### src/rtl/core/dda_column_raycaster_macros.svh
// Assertion helpers shared by the raycaster RTL.
`ifndef DDA_COLUMN_RAYCASTER_MACROS_SVH
`define DDA_COLUMN_RAYCASTER_MACROS_SVH

// Same-cycle implication, sampled on clk and held off during reset.
`define DCR_ASSERT_IMP(label, ante, cons, msg) \
    label: assert property (@(posedge clk) disable iff (!rst_n) (ante) |-> (cons)) \
        else $error(msg);

// Next-cycle implication, sampled on clk and held off during reset.
`define DCR_ASSERT_NXT(label, ante, cons, msg) \
    label: assert property (@(posedge clk) disable iff (!rst_n) (ante) |=> (cons)) \
        else $error(msg);

`endif

### src/rtl/core/dcr_pkg.sv
package dcr_pkg;

    localparam int DIV_W  = 42;
    localparam int DEN_W  = 32;
    localparam int CNT_W  = 6;
    localparam int RAY_W  = 32;
    localparam int SIDE_W = 42;
    localparam int DIST_W = 31;
    localparam int LH_W   = 16;

    localparam logic [DIST_W-1:0] DIST_SAT = 31'h7FFF_FFFF;
    localparam logic [LH_W-1:0]   LINE_SAT = 16'hFFFF;

    localparam logic [2:0] REG_POS_X   = 3'd0;
    localparam logic [2:0] REG_POS_Y   = 3'd1;
    localparam logic [2:0] REG_DIR_X   = 3'd2;
    localparam logic [2:0] REG_DIR_Y   = 3'd3;
    localparam logic [2:0] REG_PLANE_X = 3'd4;
    localparam logic [2:0] REG_PLANE_Y = 3'd5;

    typedef struct packed {
        logic             go;
        logic [CNT_W-1:0] iters;
        logic [DIV_W-1:0] num;
        logic [DEN_W-1:0] den;
    } div_req_t;

    typedef struct packed {
        logic             busy;
        logic             done;
        logic [DIV_W-1:0] quo;
    } div_rsp_t;

endpackage

### src/rtl/core/dcr_div.sv
module dcr_div
    import dcr_pkg::*;
(
    input  logic     clk,
    input  logic     rst_n,
    input  div_req_t req,
    output div_rsp_t rsp
);

    // The numerator arrives aligned to the top of the word; one quotient bit per cycle.
    logic [CNT_W-1:0] cnt_reg, cnt_next;
    logic             done_reg, done_next;
    logic [DIV_W-1:0] quo_reg, quo_next;
    logic [DEN_W-1:0] rem_reg, rem_next;
    logic [DEN_W-1:0] den_reg, den_next;
    logic [DEN_W:0]   trial;
    logic [DEN_W:0]   diff;
    logic             fits;

    always_comb
    begin
        trial     = {rem_reg, quo_reg[DIV_W-1]};
        diff      = trial - {1'b0, den_reg};
        fits      = (trial >= {1'b0, den_reg});
        cnt_next  = cnt_reg;
        done_next = 1'b0;
        quo_next  = quo_reg;
        rem_next  = rem_reg;
        den_next  = den_reg;
        if (req.go)
        begin
            cnt_next = req.iters;
            quo_next = req.num;
            rem_next = '0;
            den_next = req.den;
        end
        else if (cnt_reg != '0)
        begin
            cnt_next  = cnt_reg - 1'b1;
            rem_next  = fits ? diff[DEN_W-1:0] : trial[DEN_W-1:0];
            quo_next  = {quo_reg[DIV_W-2:0], fits};
            done_next = (cnt_reg == CNT_W'(1));
        end
    end

    always_ff @(posedge clk or negedge rst_n)
    begin
        if (!rst_n)
        begin
            cnt_reg  <= '0;
            done_reg <= 1'b0;
        end
        else
        begin
            cnt_reg  <= cnt_next;
            done_reg <= done_next;
        end
    end

    always_ff @(posedge clk)
    begin
        quo_reg <= quo_next;
        rem_reg <= rem_next;
        den_reg <= den_next;
    end

    assign rsp.busy = (cnt_reg != '0);
    assign rsp.done = done_reg;
    assign rsp.quo  = quo_reg;

endmodule

### config.mk
export PLATFORM = sky130hd
export DESIGN_NAME = dcr_div
export DESIGN_NICKNAME = d
export VERILOG_FILES = /design/src/rtl/core/dda_column_raycaster_macros.svh /design/src/rtl/core/dcr_pkg.sv /design/src/rtl/core/dcr_div.sv
export SDC_FILE = /design/constraint.sdc
export NUM_CORES = 1
export LEC_CHECK = 0
export CAP_MARGIN = 20
export CORE_MARGIN = 2
export CORE_UTILIZATION = 60
export DETAILED_ROUTE_END_ITERATION = 10
export DONT_BUFFER_PORTS = 1
export PLACE_DENSITY = 0.86
export SLEW_MARGIN = 20
export SYNTH_ARGS = -nofsm -noshare
export SYNTH_HDL_FRONTEND = slang
export SYNTH_SLANG_ARGS = --single-unit
### constraint.sdc
create_clock -name clk -period 3.9 [get_ports clk]
set_input_delay 0.78 -clock clk [delete_from_list [all_inputs] [get_ports clk]]
set_output_delay 0.78 -clock clk [all_outputs]
set_load 0.01 [all_outputs]
Word-level counts from Yosys, hierarchy flattened
Cells that the tools add are included.
- bits in registers: 113
- input port bits: 83
- logic and storage cells: 18
- add/subtract/negate cells: 2
- magnitude comparators: 1
- equality and inequality tests: 1
- mux-type cells: 7
- reduce and logical (&&, ||, !) cells: 2
- operators with widths (kind ; number):
    42-bit 2-to-1 mux ; 2
    33-bit by 32-bit greater-or-equal comparator with 1-bit output ; 1
    32-bit 2-to-1 mux ; 1
    32-bit subtractor ; 1
    6-bit 2-to-1 mux ; 2
    6-bit by 1-bit equality test with 1-bit output, second input constant ; 1
    6-bit nonzero test ; 1
    6-bit by 1-bit subtractor with 6-bit output, second input constant ; 1
    1-bit 2-to-1 mux ; 2
    2-bit nonzero test ; 1

Logic depth before layout (Yosys ltp)
Gate-level depths: netlist of run 1.
- depth after elaboration: 3
- gate-level depth with buffers: 12
- mapped depth without buffers: 10

Least setup slack after synthesis of run 1
Ideal clock, no wire load.
- path kind: flip-flop to flip-flop
- start point: register quo_reg[41]
- end point: register rem_reg[26]
- setup time: 0.116 ns
- arrival time: 2.506 ns
- slack: 1.278 ns
- stages on the path, launching flop included: 11
- buffers on the path: 0
- cells stage by stage: edfxtp_1 -> inv_1 -> ha_1 -> fa_1 -> nand2b_1 -> a211oi_1 -> o21ai_0 -> a31o_2 -> a211oi_1 -> o21ai_0 -> a31o_2
- cells in the longest elaborated chain, start to end: 2
- elaborated cells on any way between the ends: 3
- classes of those cells: 1 x add/sub; 1 x order compare; 1 x mux
- ends and longest elaborated chain (item ; RTL line ; RTL):
    start: declaration ; dcr_div.sv:13 ; logic [DIV_W-1:0] quo_reg, quo_next;
    start signal: assignment ; dcr_div.sv:62 ; quo_reg <= quo_next;
    32-bit subtractor or 33-bit by 32-bit greater-or-equal comparator with 1-bit output (tied branches) ; dcr_div.sv:23, dcr_div.sv:24 ;
    32-bit 2-to-1 mux (*) ; dcr_div.sv:40 ; rem_next = fits ? diff[DEN_W-1:0] : trial[DEN_W-1:0];
    end signal: assignment ; dcr_div.sv:63 ; rem_reg <= rem_next;
    end: declaration ; dcr_div.sv:14 ; logic [DEN_W-1:0] rem_reg, rem_next;
Every way passes the cells marked *; elsewhere a longest branch is shown, timed or not.
A chain may end at the register's enable or synchronous reset.

Final worst setup path of run 1
- start point: register quo_reg[41]
- end point: register rem_reg[30]
Same word-level chain as after synthesis.

==> results of run 1 <==
## per-stage QoR
step	area (um2)	utilization, %	hold WS, ns
after CTS	7480	68.4	0.0328
after global placement	6820	62.4	0.466
final	7480	68.4	0.0447
after global routing	7480	68.4	0.0292
after detailed placement	6850	62.6	0.485
after floorplan	6800	-	0.453
## layout by cell type (no fill, tap or decap), types with 12 or more instances in the layout
master,instances
xor2_1,12
clkbuf_16,17
nand2_1,36
mux2i_1,18
a21oi_1,34
dfxtp_1,32
nand3_1,18
edfxtp_1,74
mux2_2,42
nor2_1,44
o21ai_0,32
a211oi_1,22
ha_1,34
a21o_1,18
inv_1,43
## layer usage
layer  share of wire, %  vias to the layer above
li1                   -                     2458
met1                 40                     2471
met2                 50                      214
met3                6.2                       52
met4                3.5                        0
met5                  0                        -
## worst max-delay path, cell delays in order, from the launching register on
cell      delay (ns)
edfxtp_1        0.46
inv_1           0.07
ha_1            0.23
fa_1            0.43
nand2b_1        0.19
a211oi_1        0.40
o21ai_0         0.35
a31oi_1         0.51
o21ai_0         0.19
a211o_1         0.34
o22ai_1         0.19
## report_power, final
group	total, W	internal, W	switching (W)
logic	0.000643	0.000274	0.000369
registers	0.00154	0.00142	0.000118
clock network	0.00166	0.00107	0.000590
## synth_stat cells (11+ instances only)
cell,instances,area share [%]
xnor2_1,11,1.4
mux2_2,42,7.0
inv_1,43,2.4
a21o_1,18,2.0
nand2_1,36,2.0
nor2_1,44,2.4
a211oi_1,22,2.4
mux2i_1,18,2.6
nor3_1,11,0.81
a21oi_1,34,2.5
xor2_1,12,1.5
ha_1,34,6.3
clkbuf_1,23,1.3
o21ai_0,32,2.4
nand3_1,18,1.3
edfxtp_1,74,33
dfxtp_1,32,9.4
## cell families after synthesis
kind of cell,count (synthesis),synth area share (%)
adder cells (fa/ha/maj),35,6.55
AND/OR/NAND/NOR,178,13.5
AO/OA/AOI/OAI,174,17.5
XOR/XNOR,23,2.96
flip-flops,113,44.7
multiplexers,60,9.60
buffers and inverters,79,5.15
## layout make-up
cell class	count	area (um2)	share of cell area, %
well taps	140	175	2.34
clock inverters	15	204	2.73
multi-input cells	470	3420	45.7
repair buffers	4	50.0	0.669
clock buffers	17	425	5.69
flip-flops and latches	113	3040	40.6
inverters	44	165	2.21
## path summary, 6_finish.rpt
kind	slack, ns	startpoint	endpoint
max	0.46	quo_reg[41]	rem_reg[30]
min	0.04	rst_n	cnt_reg[3]
max reg2reg	0.46	quo_reg[41]	rem_reg[30]
min reg2reg	0.49	rem_reg[16]	rem_reg[16]
max in group asynchronous	3.79	rst_n	cnt_reg[4]
min in group clk	0.45	req[0]	den_reg[0]
==> key figures, run 1 <==
Global routing
  – First-pass GRT wire length: 26.2 mm
  – GR Util met3: 8.07%
  – Global routing's busiest layer: met2
  – GR Layer Usage met1: 31.4%
  – Initial antenna violation count: 0
  – GRT met2 Usage: 45.0%
  – Number of global-route vias before repair: 5137
  – Largest net degree at the start of global routing: 120
  – All-Layer GR Usage: 26.9%
  – Global route overflow: 0

Clocking
  – Hold buffers post-CTS: 0
  – CTS clk-pin slew, worst paths: 0.06 ns
  – Clock Latency Late Sink: 0.43 ns
  – Number of H-tree levels: 4
  – CTS root buffer: clkbuf_16
  – CTS tree: done
  – TritonCTS Buffers: 17
  – Post-CTS Setup Repair Bufs: 0
  – Clk sinks: 113
  – PostCTS Resize Cnt: 0
  – Max clock buf depth: 2

Floorplanning
  – Initial Utilization: 62.2%
  – Die W: 110 um
  – Vert. Die Dim: 110 um
  – # rows: 38
  – Die Footprint: 12200 um2
  – Ports: 127
  – CORE AREA: 10900 um2

Timing
  – Setup WS post-layout: 0.464 ns
  – Slew HR: 47.8%
  – Final setup TNS: 0 ns
  – Worst clock skew: 0.00874 ns
  – Tmin final: 3.44 ns
  – Endpoints failing setup: 0
  – F_max: 0.291 GHz
  – RSZ-0062 raised after global routing: false
  – Slew @ Worst Pin: 0.783 ns
  – Period utilization: 88.1%
  – Count of pins over their slew limit: 0
  – Hold Vio Cnt, Final: 0

Routing
  – Routed vias/inst: 6.47
  – Routed len/inst: 20.2 um
  – Routed Antenna Nets: 0
  – DR pass1 iterations: 5
  – Vias: 5195
  – DRC Markers: 0
  – WL final: 16.2 mm
  – Initial DRC count: 410

Setup path
  – Reg2reg path depth: 10
  – Setup Crit Path Kind: flop to flop
  – CP startpoint kind: flop
  – Crit path arrival time: 3.78 ns
  – Setup crit end kind: flop
  – Critical path peak fanout: 5
  – Worst Path Required: 4.24 ns

Synth
  – Syn nets: 780
  – Number of synthesized register bits: 113
  – Post-synthesis sequential area ratio: 44.7%
  – Synth cell types: 69
  – Mean post-synth cell area: 10.3 um2
  – Number of flops mapped to enable cells by yosys: 74
  – Synthesis warning total: 0
  – Ys flop type: edfxtp_1
  – Post-Syn Instances: 662
  – FFs w/ async S/R, synth: 6.19%
  – Post-Syn Area: 6800 um2

Finish
  – Area growth syn-to-layout: 9.97%
  – Non-filler cells, final: 803
  – Ant. Diodes: 0
  – Max FFs per register: 42
  – Share of post-route cells with drive strength above 1: 13.3%
  – Final #Nets: 768
  – Fill count: 827

Power and ir drop
  – Worst VDD drop: 0.397 mV
  – Tot Pwr: 0.00384 W
  – Power density over the cells: 514 nW/um2
  – P_leak: 3.07 nW

Outcome
  – Status: finished clean

Placement
  – Dpl hpwl: 11.3 mm
  – Place WS: 0.634 ns
  – Global placer's final weighted congestion: 0.962
  – Port Buf Inserts: 0
  – Placed Cells: 771

Job
  – Max_cap viols: 0

Worst hold path
  – HP Class: primary input to asynchronous set/reset pin
(Power assumes the default switching activity.)
==> inputs of run 2 (changes only) <==
--- a/config.mk
+++ b/config.mk
@@ -7,10 +7,11 @@
 export LEC_CHECK = 0
 export CAP_MARGIN = 20
 export CORE_MARGIN = 2
-export CORE_UTILIZATION = 60
+export CORE_UTILIZATION = 69
 export DETAILED_ROUTE_END_ITERATION = 10
 export DONT_BUFFER_PORTS = 1
-export PLACE_DENSITY = 0.86
+export GPL_TIMING_DRIVEN = 0
+export PLACE_DENSITY = 0.95
 export SLEW_MARGIN = 20
 export SYNTH_ARGS = -nofsm -noshare
 export SYNTH_HDL_FRONTEND = slang
==> run 2 against run 1 <==
Setup slack worse by 0.28 ns. Largest power group is now sequential cells. Global-route usage up 8.4 points. Fmax down 7.4%. Clock power down 17%. Critical endpoint is now rsp[43].
==> key figures, run 2 (synthesis results as in run 1) <==
Outcome
  – Status: finished clean

Floorplanning
  – Initial Utilization: 70.2% (+8.0 points)
  – # rows: 36 (-5.3%)
  – Die Footprint: 10700 um2 (-13%)
  – Die W: 103 um (-6.5%)
  – CORE AREA: 9680 um2 (-11%)
  – Ports: 127 (unchanged)
  – Vert. Die Dim: 103 um (-6.5%)

Finish
  – Area growth syn-to-layout: 10.2%
  – Most frequent cells in the layout: 74 x edfxtp_1, 44 x nor2_1, 42 x inv_1, 42 x mux2_2, 36 x nand2_1
  – Commonest non-fill, non-tap cell in the layout: edfxtp_1
  – Final #Nets: 799 (+4.0%)
  – Fill count: 610 (-26%)
  – Post-route cell area: 7490 um2 (+0.18%)
  – Ant. Diodes: 0 (unchanged)
  – Max FFs per register: 42 (unchanged)
  – Share of post-route cells with drive strength above 1: 12.7% (-0.59 points)

Worst hold path
  – Hold_sp: req[18]
  – HP Class: primary input to flop

Timing
  – Worst clock skew: 0.00862 ns (-0.000121 ns)
  – RSZ-0062 raised after global routing: false
  – Slew @ Worst Pin: 0.894 ns (+0.111 ns)
  – F_max: 0.269 GHz (-7.4%)
  – Slew HR: 40.3% (-7.5 points)
  – Count of pins over their slew limit: 0 (unchanged)
  – Hold Vio Cnt, Final: 0 (unchanged)
  – Final setup TNS: 0 ns (unchanged)
  – Period utilization: 95.2% (+7.1 points)
  – Setup WS post-layout: 0.188 ns (-0.276 ns)
  – Tmin final: 3.71 ns (+0.276 ns)
  – Endpoints failing setup: 0 (unchanged)

Setup path
  – Crit path arrival time: 2.93 ns (-0.85 ns)
  – R2r startpoint: quo_reg[41]
  – Reg2reg path depth: 10 (unchanged)
  – Worst path cell trace: nor4_1 -> and2_1 -> clkinv_1 -> clkbuf_1 -> buf_1
  – Crit path launch: cnt_reg[4]
  – Slowest CP cell: and2_1
  – Max stage delay on crit path: 0.46 ns (-0.05 ns)
  – Worst setup path endpoint: rsp[43]
  – Setup Crit Path Kind: flop to output pin
  – Critical path peak fanout: 10 (+5)
  – Worst Path Required: 3.12 ns (-1.12 ns)
  – Setup crit end kind: output pin
  – Worst R2R End: rem_reg[30]
  – CP startpoint kind: flop
  – Worst R2R Setup Slack: 0.41 ns (-0.05 ns)

Routing
  – Routed len/inst: 22.7 um (+12%)
  – Vias: 5617 (+8.1%)
  – WL final: 18.7 mm (+15%)
  – Initial DRC count: 573 (+40%)
  – Routed vias/inst: 6.79 (+5.0%)
  – DRC Markers: 0 (unchanged)
  – DR pass1 iterations: 6 (+1)
  – Routed Antenna Nets: 0 (unchanged)

Power and ir drop
  – Worst VDD drop: 0.541 mV (+36%)
  – Tot Pwr: 0.00362 W (-5.8%)
  – Power density over the cells: 483 nW/um2 (-5.9%)
  – P_leak: 3.07 nW (about the same)

Global routing
  – All-Layer GR Usage: 35.3% (+8.4 points)
  – Initial antenna violation count: 0 (unchanged)
  – Global route overflow: 0 (unchanged)
  – First-pass GRT wire length: 27.8 mm (+6.0%)
  – Largest net degree at the start of global routing: 43 (-64%)
  – Number of global-route vias before repair: 5542 (+7.9%)

Placement
  – Place WS: 0.611 ns (-0.0223 ns)
  – Port Buf Inserts: 0 (unchanged)
  – Dpl cell area: 6970 um2 (+1.7%)
  – Dpl hpwl: 12.8 mm (+14%)
  – Global placer's final weighted congestion: 0.998 (+3.7%)

Clocking
  – Max clock buf depth: 2 (unchanged)
  – PostCTS Resize Cnt: 0 (unchanged)
  – Post-CTS Setup Repair Bufs: 0 (unchanged)
  – TritonCTS Buffers: 17 (unchanged)
  – Number of H-tree levels: 4 (unchanged)
  – Clock Latency Late Sink: 0.55 ns (+0.12 ns)
  – CTS root buffer: clkbuf_8
  – CTS tree: done
  – CTS clk-pin slew, worst paths: 0.06 ns (about the same)
  – Clk sinks: 113 (unchanged)

Job
  – Max_cap viols: 0 (unchanged)
-- run 2: per-stage QoR --
stage	instances	hold WS (ns)	util, %
2_1_floorplan	662	0.453	-
3_3_place_gp	795	0.485	71.9
3_5_place_dp	795	0.485	71.9
4_1_cts	828	0.316	77.4
5_1_grt	827	0.314	77.4
6_report	827	0.321	77.4
-- run 2: worst min-delay path by stage --
stage	end	slack [ns]	cells past startpoint
after floorplan	rem_reg[16]	0.45	2
after global placement	cnt_reg[1]	0.48	0
after detailed placement	cnt_reg[0]	0.48	0
after CTS	den_reg[1]	0.32	0
after global routing	den_reg[1]	0.31	0
final	den_reg[18]	0.32	0
-- run 2: what timing repair did --
action	in CTS	in global routing
hold endpoints to repair	7	0
hold buffers	1	0
endpoints found under the setup margin	0	1
-- run 2: per-layer routing --
layer | up-vias | routed length (um) | global-route usage, %
met4 | 0 | 1000 | 22.2
li1 | 2523 | - | -
met5 | - | 0 | 0
met1 | 2628 | 6820 | 40.7
met3 | 89 | 1750 | 9.88
met2 | 377 | 9160 | 58.1
-- run 2: area by class of cell --
class | count | area, um2 | share of cell area, %
buffer | 34 | 181 | 2.42
clock buffer | 20 | 425 | 5.68
clock inverter | 12 | 93.8 | 1.25
inverter | 44 | 165 | 2.20
multi-input combinational | 470 | 3410 | 45.5
sequential | 113 | 3040 | 40.5
tap | 133 | 166 | 2.22
timing repair buffer | 1 | 10.0 | 0.134
-- run 2: worst max-delay path: cells and delay by family (launching register included) --
| family | cells | cell delay [ns] |
|---|---|---|
| buf+inv | 3 | 1.07 |
| simple gates | 2 | 0.90 |
| flops | 1 | 0.40 |
-- run 2: power breakdown --
| group | switching, W | internal, W | leakage (nW) |
|---|---|---|---|
| clock | 0.000543 | 0.000832 | 0.251 |
| sequential | 0.000123 | 0.00142 | 1.10 |
| combinational | 0.000424 | 0.000280 | 1.72 |
| total | 0.00109 | 0.00253 | 3.07 |
